File: config.mk
export PLATFORM = sky130hd
export DESIGN_NAME = rvlsu_ldext
export DESIGN_NICKNAME = d
export VERILOG_FILES = /design/src/rtl/rvlsu_pkg.sv /design/src/rtl/rvlsu_ldext.sv
export SDC_FILE = /design/constraint.sdc
export NUM_CORES = 1
export LEC_CHECK = 0
export ABC_AREA = 0
export BUFFER_PORTS_ARGS = -buffer_cell sky130_fd_sc_hd__clkbuf_2
export CAP_MARGIN = 20
export CORE_UTILIZATION = 45
export DETAILED_ROUTE_END_ITERATION = 8
export GPL_ROUTABILITY_DRIVEN = 0
export GPL_TIMING_DRIVEN = 0
export PLACE_DENSITY = 0.76
export SKIP_CTS_REPAIR_TIMING = 1
export SKIP_LAST_GASP = 1
export SYNTH_ARGS = -nofsm -noshare
export SYNTH_HDL_FRONTEND = slang
export SYNTH_SLANG_ARGS = --single-unit
File: constraint.sdc
create_clock -name i_clk -period 1.3 [get_ports i_clk]
set_input_delay 0.13 -clock i_clk [delete_from_list [all_inputs] [get_ports i_clk]]
set_output_delay 0.13 -clock i_clk [all_outputs]
set_load 0.02 [all_outputs]
File: src/rtl/rvlsu_pkg.sv
// Shared definitions for the RV32I load/store unit: instruction kinds,
// funct3 width codes, default memory size and the load control bundle.
// No dependencies.
package rvlsu_pkg;

    // Default data memory size in bytes (power of two, 16 .. 16M)
    localparam int unsigned MEM_BYTES_DEF = 65536;

    // Instruction kinds
    localparam logic [1:0] KIND_OTHER = 2'd0;
    localparam logic [1:0] KIND_LOAD  = 2'd1;
    localparam logic [1:0] KIND_STORE = 2'd2;

    // funct3 width codes
    localparam logic [2:0] F3_B  = 3'b000;
    localparam logic [2:0] F3_H  = 3'b001;
    localparam logic [2:0] F3_W  = 3'b010;
    localparam logic [2:0] F3_BU = 3'b100;
    localparam logic [2:0] F3_HU = 3'b101;

    // Control that travels with an item from address generation to load extension
    typedef struct packed {
        logic       valid;
        logic       is_load;
        logic [2:0] width_code;
        logic [4:0] dest_reg;
        logic [1:0] lane;
    } t_ld_ctl;

endpackage

File: src/rtl/rvlsu_ldext.sv
// Load alignment and extension: rotates the four read lanes into place,
// sign- or zero-extends, and holds the result register. Depends on rvlsu_pkg.
module rvlsu_ldext (
    input  logic               i_clk,
    input  logic               i_rst_n,
    input  rvlsu_pkg::t_ld_ctl i_ctl,
    input  logic [3:0][7:0]    i_rdata,
    output logic [31:0]        o_load_value,
    output logic [4:0]         o_dest_reg_out,
    output logic               o_writes_back,
    output logic               o_valid
);

    rvlsu_pkg::t_ld_ctl r_ctl;
    logic [31:0]        r_load_value;
    logic [4:0]         r_dest;
    logic               r_wb;
    logic               r_valid;

    logic [31:0] word;
    logic [31:0] n_load_value;
    logic [4:0]  n_dest;
    logic        n_wb;

    always_comb begin
        for (int i = 0; i < 4; i++) begin
            word[8*i +: 8] = i_rdata[2'(i) + r_ctl.lane];
        end
        n_wb         = 1'b1;
        n_load_value = 32'd0;
        case (r_ctl.width_code)
            rvlsu_pkg::F3_B:  n_load_value = {{24{word[7]}}, word[7:0]};
            rvlsu_pkg::F3_H:  n_load_value = {{16{word[15]}}, word[15:0]};
            rvlsu_pkg::F3_W:  n_load_value = word;
            rvlsu_pkg::F3_BU: n_load_value = {24'd0, word[7:0]};
            rvlsu_pkg::F3_HU: n_load_value = {16'd0, word[15:0]};
            default:          n_wb = 1'b0;
        endcase
        // drop everything that is not a supported load
        if (!(r_ctl.is_load && n_wb)) begin
            n_wb         = 1'b0;
            n_load_value = 32'd0;
        end
        n_dest = n_wb ? r_ctl.dest_reg : 5'd0;
    end

    always_ff @(posedge i_clk) begin
        if (!i_rst_n) begin
            r_ctl   <= '0;
            r_valid <= 1'b0;
        end else begin
            r_ctl   <= i_ctl;
            r_valid <= r_ctl.valid;
        end
    end

    always_ff @(posedge i_clk) begin
        r_load_value <= n_load_value;
        r_dest       <= n_dest;
        r_wb         <= n_wb;
    end

    assign o_load_value   = r_load_value;
    assign o_dest_reg_out = r_dest;
    assign o_writes_back  = r_wb;
    assign o_valid        = r_valid;

endmodule

==> results.py <==
metrics = {
    "run_status": {
        "status": "finished with violations",
        "violations": "setup timing",
    },
    "finish": {
        "fin_util": 0.6447,
        "finalInstanceArea_um2": 3334,
        "antenna_cells": 0,
        "fin_nets": 340,
        "drive_above_1_share": 0.5729,
        "syn2layout_area_growth_pct": 36.95,
    },
    "floorplan": {
        "fp-row-count": 26,
        "start_util": 0.4707,
        "fp.dieArea_um2": 5709,
        "boundaryPins": 85,
        "dieHeight_um": 75.56,
        "fp.dieW_um": 75.56,
        "coreArea_um2": 5172,
    },
    "worst_setup_path": {
        "critPathCaptureType": "register",
        "path_cells": "buf_12 > mux2_1 > a32oi_4 > buf_6 > a31oi_1",
        "cp-start-kind": "register",
        "crit_fanout": 9,
        "crit_slowest_cell": "mux2_1",
        "crit_buf_inv": 2,
        "cp_top_family": "multiplexers",
        "crit_arrival_ns": 1.68,
        "critical_path.max_stage_delay_ns": 0.38,
        "critPathRequiredTime_ns": 1.47,
        "crit_type": "reg -> reg",
    },
    "synthesis": {
        "syn_avg_cell_area_um2": 12.75,
        "syn_nets": 237,
        "synth_area_um2": 2435,
        "synthCells": 191,
        "synth_warnings": 0,
        "synth-seq-cells": 51,
        "ys_seq_area_frac": 0.4193,
        "ys_types": 23,
    },
    "global_routing": {
        "grt_max_degree": 18,
        "track_usage": 0.2095,
        "grt_pass1_vias": 1711,
        "grt_overflow": 0,
        "grt_pass1_wl_mm": 8.583,
        "antenna_found_initial": 0,
    },
    "timing": {
        "finalSetupViolCount": 33,
        "finalHoldViolCount": 0,
        "finClkSkew_ns": 0.009990,
        "setup_ws_ns": -0.2084,
        "fin_crit_ns": 1.508,
        "finalSetupTns_ns": -4.890,
        "worst_pin_slew_ns": 0.4169,
        "max_freq_mhz": 663.0,
        "maxSlewHeadroom": 0.7208,
        "post-route-period-util": 1.160,
        "rsz0062_at_grt": "true",
        "slew_viol_final": 0,
    },
    "clock_network": {
        "h-tree-depth": 2,
        "cts_tree": "done",
        "clkSinkCount": 51,
        "cts_buffers": 5,
        "path_clk_slew_ns": 0.10,
        "clockBufferDepth": 2,
        "root_buffer": "clkbuf_8",
        "clk_latency_ns": 0.31,
    },
    "worst_hold_path": {
        "hold_class": "in -> reg",
    },
    "route": {
        "initialDrtViolationCount": 227,
        "vias": 2016,
        "antenna_left": 0,
        "drtPass1Iterations": 4,
        "post-route-drc-count": 0,
        "viasPerCell": 5.523,
        "wl_mm": 6.043,
        "wire_per_inst_um": 16.56,
    },
    "flow_run": {
        "max-cap-violations": 0,
    },
    "place": {
        "buffer_ports.inserted": 84,
        "dpl_cell_area_um2": 2962,
        "dp_hpwl_mm": 4.255,
    },
    "power": {
        "pwr_density_cell_nw_per_um2": 1072,
        "leakage_nw": 1.418,
        "peakVddDrop_mv": 0.6918,
    },
}
placed cells by master (no fill, tap or decap), drive strengths merged:
cell type,instances
inv,2
mux4,32
o211ai,1
nor3b,1
nor4,1
a21oi,8
and2,14
clkbuf,98
nand2,18
a32oi,1
o21ai,9
nor3,1
nor2b,3
and3,13
dfxtp,51
a31oi,16
buf,20
mux2,3
nor2,1
clkinvlp,1
bufinv,1
state kept, by name, summed over array words and instances, names as in the netlist:
name	count
r_ctl	12
o_valid	1
o_dest_reg_out	5
o_load_value	32
o_writes_back	1
final cells by class:
class	instances	area [um2]
clock buffer	5	68.82
multi-input combinational	122	1313
inverter	1	3.754
fill	383	1838
buffer	17	198.9
sequential	51	1028
clock inverter	3	46.29
timing repair buffer	96	588.1
tap	70	87.58
layer usage:
| metal | routed length [um] | vias up | track usage | share of wire |
|---|---|---|---|---|
| li1 | - | 940 | - | - |
| met1 | 2353 | 944 | 0.2767 | 0.39 |
| met2 | 3019 | 116 | 0.3403 | 0.50 |
| met3 | 512 | 16 | 0.04762 | 0.085 |
| met4 | 157 | 0 | 0.07613 | 0.026 |
| met5 | 0 | - | 0 | 0 |
worst paths after layout:
check	start	endpoint	depth (start not counted)	slack, ns
max	r_ctl[1]	o_load_value[18]	5	-0.21
min	i_ctl[8]	r_ctl[8]	2	0.02
max reg2reg	r_ctl[1]	o_load_value[18]	5	-0.21
min reg2reg	r_ctl[11]	o_valid	1	0.45
through the flow:
stage / cells / total power [mW] / hold WS [ns] / worst slack, ns
4_1_cts: 353 / 3.486 / 0.01235 / -0.2861
3_3_place_gp: 345 / 2.375 / 0.3358 / -0.2198
5_1_grt: 365 / 3.731 / 0.01581 / -0.2362
2_1_floorplan: 191 / 2.158 / 0.2516 / -0.08912
3_5_place_dp: 345 / 2.388 / 0.3383 / -0.2437
6_report: 365 / 3.573 / 0.01512 / -0.2084
synth_stat cells, drive strengths merged:
library cell   n  area share
a32oi          1       0.011
nor2b          3      0.0077
o21ai          9       0.020
o211ai         1      0.0051
nor4           1      0.0051
clkbuf         5      0.0077
nor2           1      0.0015
buf           12       0.045
nand2         18       0.028
inv            1      0.0015
dfxtp         51        0.42
mux4          32        0.30
mux2           3       0.015
a31oi         16       0.041
and2          14       0.036
nor3           1      0.0021
a21oi          8       0.016
and3          13       0.033
nor3b          1      0.0077
report_power, final:
| group | switching, mW | internal [mW] |
|---|---|---|
| clock network | 0.530 | 0.580 |
| logic | 0.382 | 0.409 |
| registers | 0.0342 | 1.64 |
logic make-up after synthesis:
| logic type | share of synthesized area |
|---|---|
| buffers and inverters | 0.05395 |
| flip-flops | 0.4193 |
| AO/OA/AOI/OAI | 0.09404 |
| multiplexers | 0.3114 |
| AND/OR/NAND/NOR | 0.1213 |
Note: power is estimated with default switching activity, not from simulation.
