$ cat src/rtl/rvlsu_pkg.sv
// Shared definitions for the RV32I load/store unit: instruction kinds,
// funct3 width codes, default memory size and the load control bundle.
// No dependencies.
package rvlsu_pkg;

    // Default data memory size in bytes (power of two, 16 .. 16M)
    localparam int unsigned MEM_BYTES_DEF = 65536;

    // Instruction kinds
    localparam logic [1:0] KIND_OTHER = 2'd0;
    localparam logic [1:0] KIND_LOAD  = 2'd1;
    localparam logic [1:0] KIND_STORE = 2'd2;

    // funct3 width codes
    localparam logic [2:0] F3_B  = 3'b000;
    localparam logic [2:0] F3_H  = 3'b001;
    localparam logic [2:0] F3_W  = 3'b010;
    localparam logic [2:0] F3_BU = 3'b100;
    localparam logic [2:0] F3_HU = 3'b101;

    // Control that travels with an item from address generation to load extension
    typedef struct packed {
        logic       valid;
        logic       is_load;
        logic [2:0] width_code;
        logic [4:0] dest_reg;
        logic [1:0] lane;
    } t_ld_ctl;

endpackage

$ cat src/rtl/rvlsu_agen.sv
// Input register and address generation: effective address, per-lane row,
// write enables and store bytes. Depends on rvlsu_pkg.
module rvlsu_agen #(
    parameter int unsigned ADDR_W = 16
) (
    input  logic                        i_clk,
    input  logic                        i_rst_n,
    input  logic                        i_take,
    input  logic [1:0]                  i_kind,
    input  logic [2:0]                  i_width_code,
    input  logic [31:0]                 i_base_value,
    input  logic signed [11:0]          i_offset,
    input  logic [31:0]                 i_store_data,
    input  logic [4:0]                  i_dest_reg,
    output logic [3:0][ADDR_W-3:0]      o_row,
    output logic [3:0]                  o_we,
    output logic [3:0][7:0]             o_wdata,
    output rvlsu_pkg::t_ld_ctl          o_ctl
);

    localparam int unsigned ROW_W = ADDR_W - 2;

    logic        r_valid;
    logic [1:0]  r_kind;
    logic [2:0]  r_wcode;
    logic [31:0] r_base;
    logic [11:0] r_off;
    logic [31:0] r_sdata;
    logic [4:0]  r_rd;

    always_ff @(posedge i_clk) begin
        if (!i_rst_n) begin
            r_valid <= 1'b0;
        end else begin
            r_valid <= i_take;
        end
    end

    always_ff @(posedge i_clk) begin
        if (i_take) begin
            r_kind  <= i_kind;
            r_wcode <= i_width_code;
            r_base  <= i_base_value;
            r_off   <= i_offset;
            r_sdata <= i_store_data;
            r_rd    <= i_dest_reg;
        end
    end

    logic [31:0]       addr;
    logic [1:0]        lane;
    logic [ROW_W-1:0]  row;
    logic [2:0]        nbytes;
    logic [3:0][1:0]   idx;
    logic              is_store;

    always_comb begin
        addr     = r_base + {{20{r_off[11]}}, r_off};
        lane     = addr[1:0];
        row      = addr[ADDR_W-1:2];
        is_store = r_valid && (r_kind == rvlsu_pkg::KIND_STORE);
        case (r_wcode)
            rvlsu_pkg::F3_B: nbytes = 3'd1;
            rvlsu_pkg::F3_H: nbytes = 3'd2;
            rvlsu_pkg::F3_W: nbytes = 3'd4;
            default:         nbytes = 3'd0;
        endcase
        for (int b = 0; b < 4; b++) begin
            // byte b of the lane set holds byte idx of the access
            idx[b]     = 2'(b) - lane;
            // lanes below the start lane wrap into the next row
            o_row[b]   = row + ROW_W'(2'(b) < lane);
            o_we[b]    = is_store && ({1'b0, idx[b]} < nbytes);
            o_wdata[b] = r_sdata[8*idx[b] +: 8];
        end
        o_ctl.valid      = r_valid;
        o_ctl.is_load    = r_valid && (r_kind == rvlsu_pkg::KIND_LOAD);
        o_ctl.width_code = r_wcode;
        o_ctl.dest_reg   = r_rd;
        o_ctl.lane       = lane;
    end

endmodule

$ cat config.mk
export PLATFORM = sky130hd
export DESIGN_NAME = rvlsu_agen
export DESIGN_NICKNAME = d
export VERILOG_FILES = /design/src/rtl/rvlsu_pkg.sv /design/src/rtl/rvlsu_agen.sv
export SDC_FILE = /design/constraint.sdc
export NUM_CORES = 1
export LEC_CHECK = 0
export ABC_AREA = 1
export BUFFER_PORTS_ARGS = -buffer_cell sky130_fd_sc_hd__buf_4
export CAP_MARGIN = 0
export CORE_ASPECT_RATIO = 1.4
export CORE_MARGIN = 3
export CORE_UTILIZATION = 32
export DETAILED_ROUTE_END_ITERATION = 8
export GPL_TIMING_DRIVEN = 0
export HOLD_SLACK_MARGIN = 0.02
export PLACE_DENSITY_LB_ADDON = 0.25
export SYNTH_ARGS = -nofsm -noshare
export SYNTH_HDL_FRONTEND = slang
export SYNTH_SLANG_ARGS = --single-unit
$ cat constraint.sdc
create_clock -name i_clk -period 3.8 [get_ports i_clk]
set_input_delay 0.76 -clock i_clk [delete_from_list [all_inputs] [get_ports i_clk]]
set_output_delay 0.76 -clock i_clk [all_outputs]
set_load 0.01 [all_outputs]
==> qor.json, run 1 <==
{
  "grt": {
    "grt_pass1_wl_um": 21700,
    "grt.total_usage": 0.166,
    "antenna_violations_before_repair": 0,
    "grt_max_degree": 72,
    "global_route.overflow_total": 0,
    "first_global_vias": 4542
  },
  "finish": {
    "diodes": 0,
    "area_growth_syn_to_layout_pct": 44.3,
    "nets": 877,
    "post_layout_nonfiller_instances": 954,
    "layout_cell_share_with_drive_strength_beyond_1": 0.340
  },
  "drt": {
    "via_count": 4489,
    "vias_per_cell": 4.71,
    "count_of_routing_violations_after_the_opening_detailed_route_iteration": 182,
    "wl_per_cell_um": 14.6,
    "dr.pass1.iters": 4,
    "route.antenna.remaining_nets": 0,
    "post-route-drc-count": 0,
    "postRouteWirelength_um": 13900
  },
  "setup_path": {
    "worstSetupStartpoint": "r_off[0]",
    "cp_data_required_time_ps": 3040,
    "path_max_fanout": 5,
    "worst_setup_path_start_kind": "register",
    "cp-endpoint": "o_row[10]",
    "timing_worst_setup_path_type": "register to primary output",
    "critPathCaptureType": "primary output",
    "arrival_ps": 2950
  },
  "timing": {
    "post-route-period-util": 0.975,
    "timing.fmax_mhz": 270,
    "setup_violations": 0,
    "slew_headroom": 0.400,
    "report.final.hold_viol_count": 0,
    "period_needed_ps": 3710,
    "min_hold_slack_ps": 598,
    "timing.final.max_slew_violations": 0,
    "worst_pin_slew_ps": 899
  },
  "clocking": {
    "cts_hold_repair.buffers": 0,
    "clk_transition_reported_paths_ps": 60,
    "numCtsBuffers": 9,
    "clock_tree.root_cell": "sky130_fd_sc_hd__clkbuf_16",
    "clock-sinks": 71,
    "cts.htree.levels": 3,
    "cts_tree": "built",
    "max-clock-path-buffers": 2
  },
  "logic_synthesis": {
    "synth.yosys.seq_area_share": 0.436,
    "synth_top_cells_by_area": "sky130_fd_sc_hd__edfxtp_1 (43%), sky130_fd_sc_hd__nand2_1 (12%), sky130_fd_sc_hd__ha_1 (6.9%)",
    "ff_latch_count_synth": 71,
    "synthMostInstantiatedCell": "sky130_fd_sc_hd__nand2_1",
    "synth_top_area_cell": "sky130_fd_sc_hd__edfxtp_1",
    "synthesis.area_per_instance_um2": 8.70,
    "share_of_synthesized_flip_flops_with_an_asynchronous_set_or_reset": 0,
    "synth-edff-count": 70,
    "netlist_instances": 560,
    "synth_area_um2": 4870,
    "synthDistinctLibCells": 33,
    "synth.net_count": 677,
    "yosys_warnings": 0,
    "synth_ff_type": "sky130_fd_sc_hd__edfxtp_1",
    "yosys.area.top_type_share": 0.431,
    "synth.cells.most_frequent": "sky130_fd_sc_hd__nand2_1 (157), sky130_fd_sc_hd__inv_1 (84), sky130_fd_sc_hd__edfxtp_1 (70), sky130_fd_sc_hd__nand3_1 (34), sky130_fd_sc_hd__o21ai_0 (33)"
  },
  "placement": {
    "globalplace.congestion": 0.843,
    "detailed_place_hpwl_um": 11000,
    "numPlacedInstances": 925,
    "placement.io_buffers": 176
  },
  "floorplan": {
    "initial_utilization": 0.331,
    "chipHeight_um": 152,
    "core-area_um2": 14700,
    "dieWidth_um": 110,
    "num_rows": 52,
    "io-pin-count": 193,
    "fp.dieArea_um2": 16800
  },
  "flow_run": {
    "drv_cap": 0
  },
  "power_and_ir_drop": {
    "worst_ir_drop_vdd_uv": 385,
    "power-per-cell-area_nw_per_um2": 514,
    "cellLeakagePower_nw": 3.42
  },
  "status": {
    "outcome": "completed"
  },
  "hold_path": {
    "min-delay-path-class": "input pin to register"
  }
}
## area by class of cell
| class | count | area [um^2] |
|---|---|---|
| clock buffer | 12 | 236 |
| fill | 1418 | 7670 |
| timing repair buffer | 189 | 1420 |
| buffer | 12 | 88.8 |
| clock inverter | 4 | 46.3 |
| inverter | 86 | 329 |
| multi-input combinational | 391 | 2550 |
| sequential | 71 | 2120 |
| tap | 189 | 236 |
## metal layers
layer	GRT usage	vias to the layer above	routed length [um]
li1	-	2247	-
met1	0.177	2024	5170
met2	0.292	190	7090
met3	0.0560	28	1240
met4	0.0681	0	387
met5	0	-	0
## worst min-delay path by stage
stage,startpoint,to,cells past startpoint
finish,i_base_value[15],r_base[15],1
global route,i_store_data[0],r_sdata[0],1
CTS,i_base_value[15],r_base[15],1
detailed placement,i_base_value[15],r_base[15],1
global placement,i_store_data[14],r_sdata[14],1
floorplan,i_take,r_valid,2
## power breakdown
part	switching [mW]	total, mW	internal [mW]	leakage [nW]
registers	0.0297	0.962	0.932	0.693
clock network	0.311	0.817	0.505	0.134
logic	1.00	1.84	0.832	2.59
## through the flow
| step | worst slack [ps] | total power, mW | TNS, ps | util | cell area (um^2) |
|---|---|---|---|---|---|
| 3_5_place_dp | -1040 | 2.66 | -11510 | 0.437 | 6430 |
| 5_1_grt | -6.81 | 3.85 | -7.81 | 0.478 | 7030 |
| 4_1_cts | 5.71 | 3.59 | 0 | 0.470 | 6900 |
| 2_1_floorplan | 28.6 | 1.87 | 0 | - | 4870 |
| 6_report | 94.8 | 3.62 | 0 | 0.478 | 7030 |
| 3_3_place_gp | -993 | 2.63 | -11070 | 0.437 | 6430 |
## cell families (layout without fill, tap and decap cells)
group,Yosys count,after routing,share of synthesized area
AOI/OAI and AO/OA,46,46,0.0493
buffers and inverters,98,303,0.0788
muxes,32,32,0.0657
DFF,71,71,0.436
xor gates and xnor gates,30,30,0.0616
and+or+nand+nor,255,255,0.235
adders and majority gates,28,28,0.0734
## flip-flops by register name (all words and copies together) (netlist names)
signal,count
r_base,16
r_sdata,32
r_off,12
r_wcode,3
r_valid,1
r_rd,5
r_kind,2
## critical path, stage by stage, from the launching register on
cell and delay, ps:
sky130_fd_sc_hd__edfxtp_1 420, sky130_fd_sc_hd__ha_4 180, sky130_fd_sc_hd__inv_1 70, sky130_fd_sc_hd__fa_2 500
sky130_fd_sc_hd__buf_6 160, sky130_fd_sc_hd__ha_1 190, sky130_fd_sc_hd__inv_2 80, sky130_fd_sc_hd__ha_4 170
sky130_fd_sc_hd__ha_2 220, sky130_fd_sc_hd__nand3_4 110, sky130_fd_sc_hd__nor2_4 150, sky130_fd_sc_hd__nand2_1 80
sky130_fd_sc_hd__xor2_1 140, sky130_fd_sc_hd__buf_4 140
## what timing repair did
item | 4_1_cts | 5_1_grt
endpoints found under the setup margin | 56 | 27
buffers inserted | 7 | 6
pin swaps | 5 | 6
resized for setup | 32 | 19
## placed cells by master, fill, tap and decap left out, types with 5 or more instances in the layout
| cell | instances |
|---|---|
| sky130_fd_sc_hd__clkbuf_16 | 9 |
| sky130_fd_sc_hd__mux2i_1 | 32 |
| sky130_fd_sc_hd__nor2_4 | 9 |
| sky130_fd_sc_hd__nand4_1 | 13 |
| sky130_fd_sc_hd__nand3_1 | 32 |
| sky130_fd_sc_hd__ha_1 | 20 |
| sky130_fd_sc_hd__ha_4 | 5 |
| sky130_fd_sc_hd__clkbuf_1 | 8 |
| sky130_fd_sc_hd__nor2_2 | 7 |
| sky130_fd_sc_hd__o21ai_0 | 33 |
| sky130_fd_sc_hd__edfxtp_1 | 70 |
| sky130_fd_sc_hd__nor2_1 | 15 |
| sky130_fd_sc_hd__inv_1 | 80 |
| sky130_fd_sc_hd__xnor2_1 | 8 |
| sky130_fd_sc_hd__nand2_2 | 5 |
| sky130_fd_sc_hd__a21oi_1 | 9 |
| sky130_fd_sc_hd__nand2_1 | 156 |
| sky130_fd_sc_hd__nand2_4 | 5 |
| sky130_fd_sc_hd__xor2_1 | 18 |
| sky130_fd_sc_hd__buf_4 | 189 |
Note: power is estimated with default switching activity, not from simulation.
==> run 2: changes to the inputs <==
--- a/config.mk
+++ b/config.mk
@@ -9,12 +9,13 @@
 export BUFFER_PORTS_ARGS = -buffer_cell sky130_fd_sc_hd__buf_4
 export CAP_MARGIN = 0
 export CORE_ASPECT_RATIO = 1.4
-export CORE_MARGIN = 3
+export CORE_MARGIN = 1
 export CORE_UTILIZATION = 32
 export DETAILED_ROUTE_END_ITERATION = 8
 export GPL_TIMING_DRIVEN = 0
 export HOLD_SLACK_MARGIN = 0.02
 export PLACE_DENSITY_LB_ADDON = 0.25
+export SETUP_SLACK_MARGIN = 0.15
 export SYNTH_ARGS = -nofsm -noshare
 export SYNTH_HDL_FRONTEND = slang
 export SYNTH_SLANG_ARGS = --single-unit
==> constraint.sdc (replaced) <==
create_clock -name i_clk -period 3.8 [get_ports i_clk]
set_input_delay 0.76 -clock i_clk [delete_from_list [all_inputs] [get_ports i_clk]]
set_output_delay 0.76 -clock i_clk [all_outputs]
set_load 0.1 [all_outputs]
==> qor.json, run 2 (same netlist as run 1, synthesis figures left out) <==
{
  "status": {
    "outcome": "finished with violations",
    "violations": "negative setup slack"
  },
  "power_and_ir_drop": {
    "worst_ir_drop_vdd_uv": 641,
    "power-per-cell-area_nw_per_um2": 775,
    "cellLeakagePower_nw": 4.00
  },
  "hold_path": {
    "min-delay-path-class": "input pin to register",
    "whs_path_depth": 1,
    "hold_path_startpoint": "i_store_data[21]",
    "worst_hold_endpoint": "r_sdata[21]"
  },
  "clocking": {
    "cts_tree": "built",
    "numCtsBuffers": 9,
    "clock_tree.root_cell": "sky130_fd_sc_hd__clkbuf_16",
    "cts.htree.levels": 3,
    "cts_hold_repair.buffers": 0,
    "clk_transition_reported_paths_ps": 60,
    "max-clock-path-buffers": 2,
    "clock-sinks": 71
  },
  "drt": {
    "vias_per_cell": 4.82,
    "count_of_routing_violations_after_the_opening_detailed_route_iteration": 135,
    "postRouteWirelength_um": 15800,
    "route.antenna.remaining_nets": 0,
    "dr.pass1.iters": 4,
    "post-route-drc-count": 0,
    "via_count": 4797,
    "wl_per_cell_um": 15.9
  },
  "timing": {
    "post-route-worst-setup-slack_ps": -0.725,
    "unrepaired_setup_endpoints_after_global_routing": "true",
    "post-route-period-util": 1.00,
    "timing.fmax_mhz": 263,
    "setup_violations": 1,
    "report.final.hold_viol_count": 0,
    "timing.final.max_slew_violations": 0,
    "slew_headroom": 0.405,
    "period_needed_ps": 3800,
    "worst_pin_slew_ps": 893,
    "fin_setup_tns_ps": -0.725
  },
  "floorplan": {
    "chipHeight_um": 148,
    "dieWidth_um": 106,
    "core-area_um2": 14900,
    "io-pin-count": 193,
    "initial_utilization": 0.327,
    "fp.dieArea_um2": 15700,
    "num_rows": 53
  },
  "setup_path": {
    "worst_setup_path_start_kind": "register",
    "critPathCaptureType": "primary output",
    "timing_worst_setup_path_type": "register to primary output",
    "cp_data_required_time_ps": 3040,
    "path_max_fanout": 3,
    "arrival_ps": 3040
  },
  "finish": {
    "layout_commonest_cell": "sky130_fd_sc_hd__buf_4",
    "final_core_utilization": 0.595,
    "nets": 917,
    "final_cell_area_um2": 8880,
    "largest_reg_flops": 32,
    "area_growth_syn_to_layout_pct": 82.3,
    "registers_with_the_most_flip_flops": "r_sdata: 32 flops, r_base: 16 flops, r_off: 12 flops",
    "layout_cell_share_with_drive_strength_beyond_1": 0.540,
    "final_cell_mix": "sky130_fd_sc_hd__buf_4 (180), sky130_fd_sc_hd__nand2_1 (118), sky130_fd_sc_hd__inv_1 (71)",
    "registers.top_by_ff_count": "r_sdata",
    "diodes": 0
  },
  "placement": {
    "detailed_place_hpwl_um": 11100,
    "preCtsSetupSlack_ps": -377,
    "placement.io_buffers": 176,
    "globalplace.congestion": 0.816,
    "placedInstanceArea_um2": 7300
  },
  "grt": {
    "grt_pass1_wl_um": 23100,
    "grt.total_usage": 0.191,
    "antenna_violations_before_repair": 0,
    "first_global_vias": 4825,
    "grt_max_degree": 72,
    "global_route.overflow_total": 0
  },
  "flow_run": {
    "drv_cap": 0
  }
}
[run 2: layer usage]
metal  wire [um]  up-vias  share of wire  track usage
met5           0        -              0            0
met4         718        0          0.045       0.0972
met3         851       42          0.054       0.0362
met2        8840      203           0.56        0.374
met1        5410     2226           0.34        0.184
li1            -     2326              -            -
[run 2: layout make-up]
cell class / count / area (um^2)
clock inverters: 5 / 50.0
fillers: 1198 / 6040
multi-input cells: 392 / 3590
repair buffers: 228 / 2180
flip-flops and latches: 71 / 2120
plain buffers: 12 / 121
well taps: 192 / 240
inverters: 86 / 345
clock buffers: 10 / 229
[run 2: how the worst max path moves through the flow]
stage          slack (ps)       from         to
2_1_floorplan        -330   r_off[0]    o_we[2]
3_3_place_gp         -360   r_off[0]  o_row[38]
3_5_place_dp         -380   r_off[0]  o_row[38]
4_1_cts              -0.6  r_base[0]    o_we[2]
5_1_grt               -80  r_base[0]    o_we[2]
6_report             -0.7  r_base[0]    o_we[2]
[run 2: where the power goes]
group | leakage [nW] | internal, mW | switching, mW
registers | 0.693 | 0.933 | 0.0327
clock network | 0.133 | 0.498 | 0.292
logic | 3.17 | 1.47 | 3.65
total | 4.00 | 2.90 | 3.97
[run 2: per-stage QoR]
step,std cells,power (mW),hold slack (ps)
floorplan,560,4.59,853
global placement,928,5.34,938
detailed placement,928,5.37,939
CTS,977,6.63,597
global route,996,7.10,594
finish,996,6.88,607
[run 2: worst max-delay path: stages, from the launching register on]
cell	delay (ps)
sky130_fd_sc_hd__edfxtp_1	380
sky130_fd_sc_hd__ha_4	160
sky130_fd_sc_hd__inv_2	40
sky130_fd_sc_hd__fa_2	640
sky130_fd_sc_hd__inv_6	50
sky130_fd_sc_hd__buf_12	130
sky130_fd_sc_hd__ha_4	320
sky130_fd_sc_hd__inv_8	40
sky130_fd_sc_hd__buf_12	120
sky130_fd_sc_hd__ha_4	210
sky130_fd_sc_hd__nand2_4	70
sky130_fd_sc_hd__nor2_4	60
sky130_fd_sc_hd__a211oi_4	270
sky130_fd_sc_hd__buf_12	220
[run 2: repair_timing]
item	CTS	global route
setup buffers	34	17
setup endpoints to repair	57	48
gates cloned	0	2
gates resized for setup	124	89
pin swaps	25	34
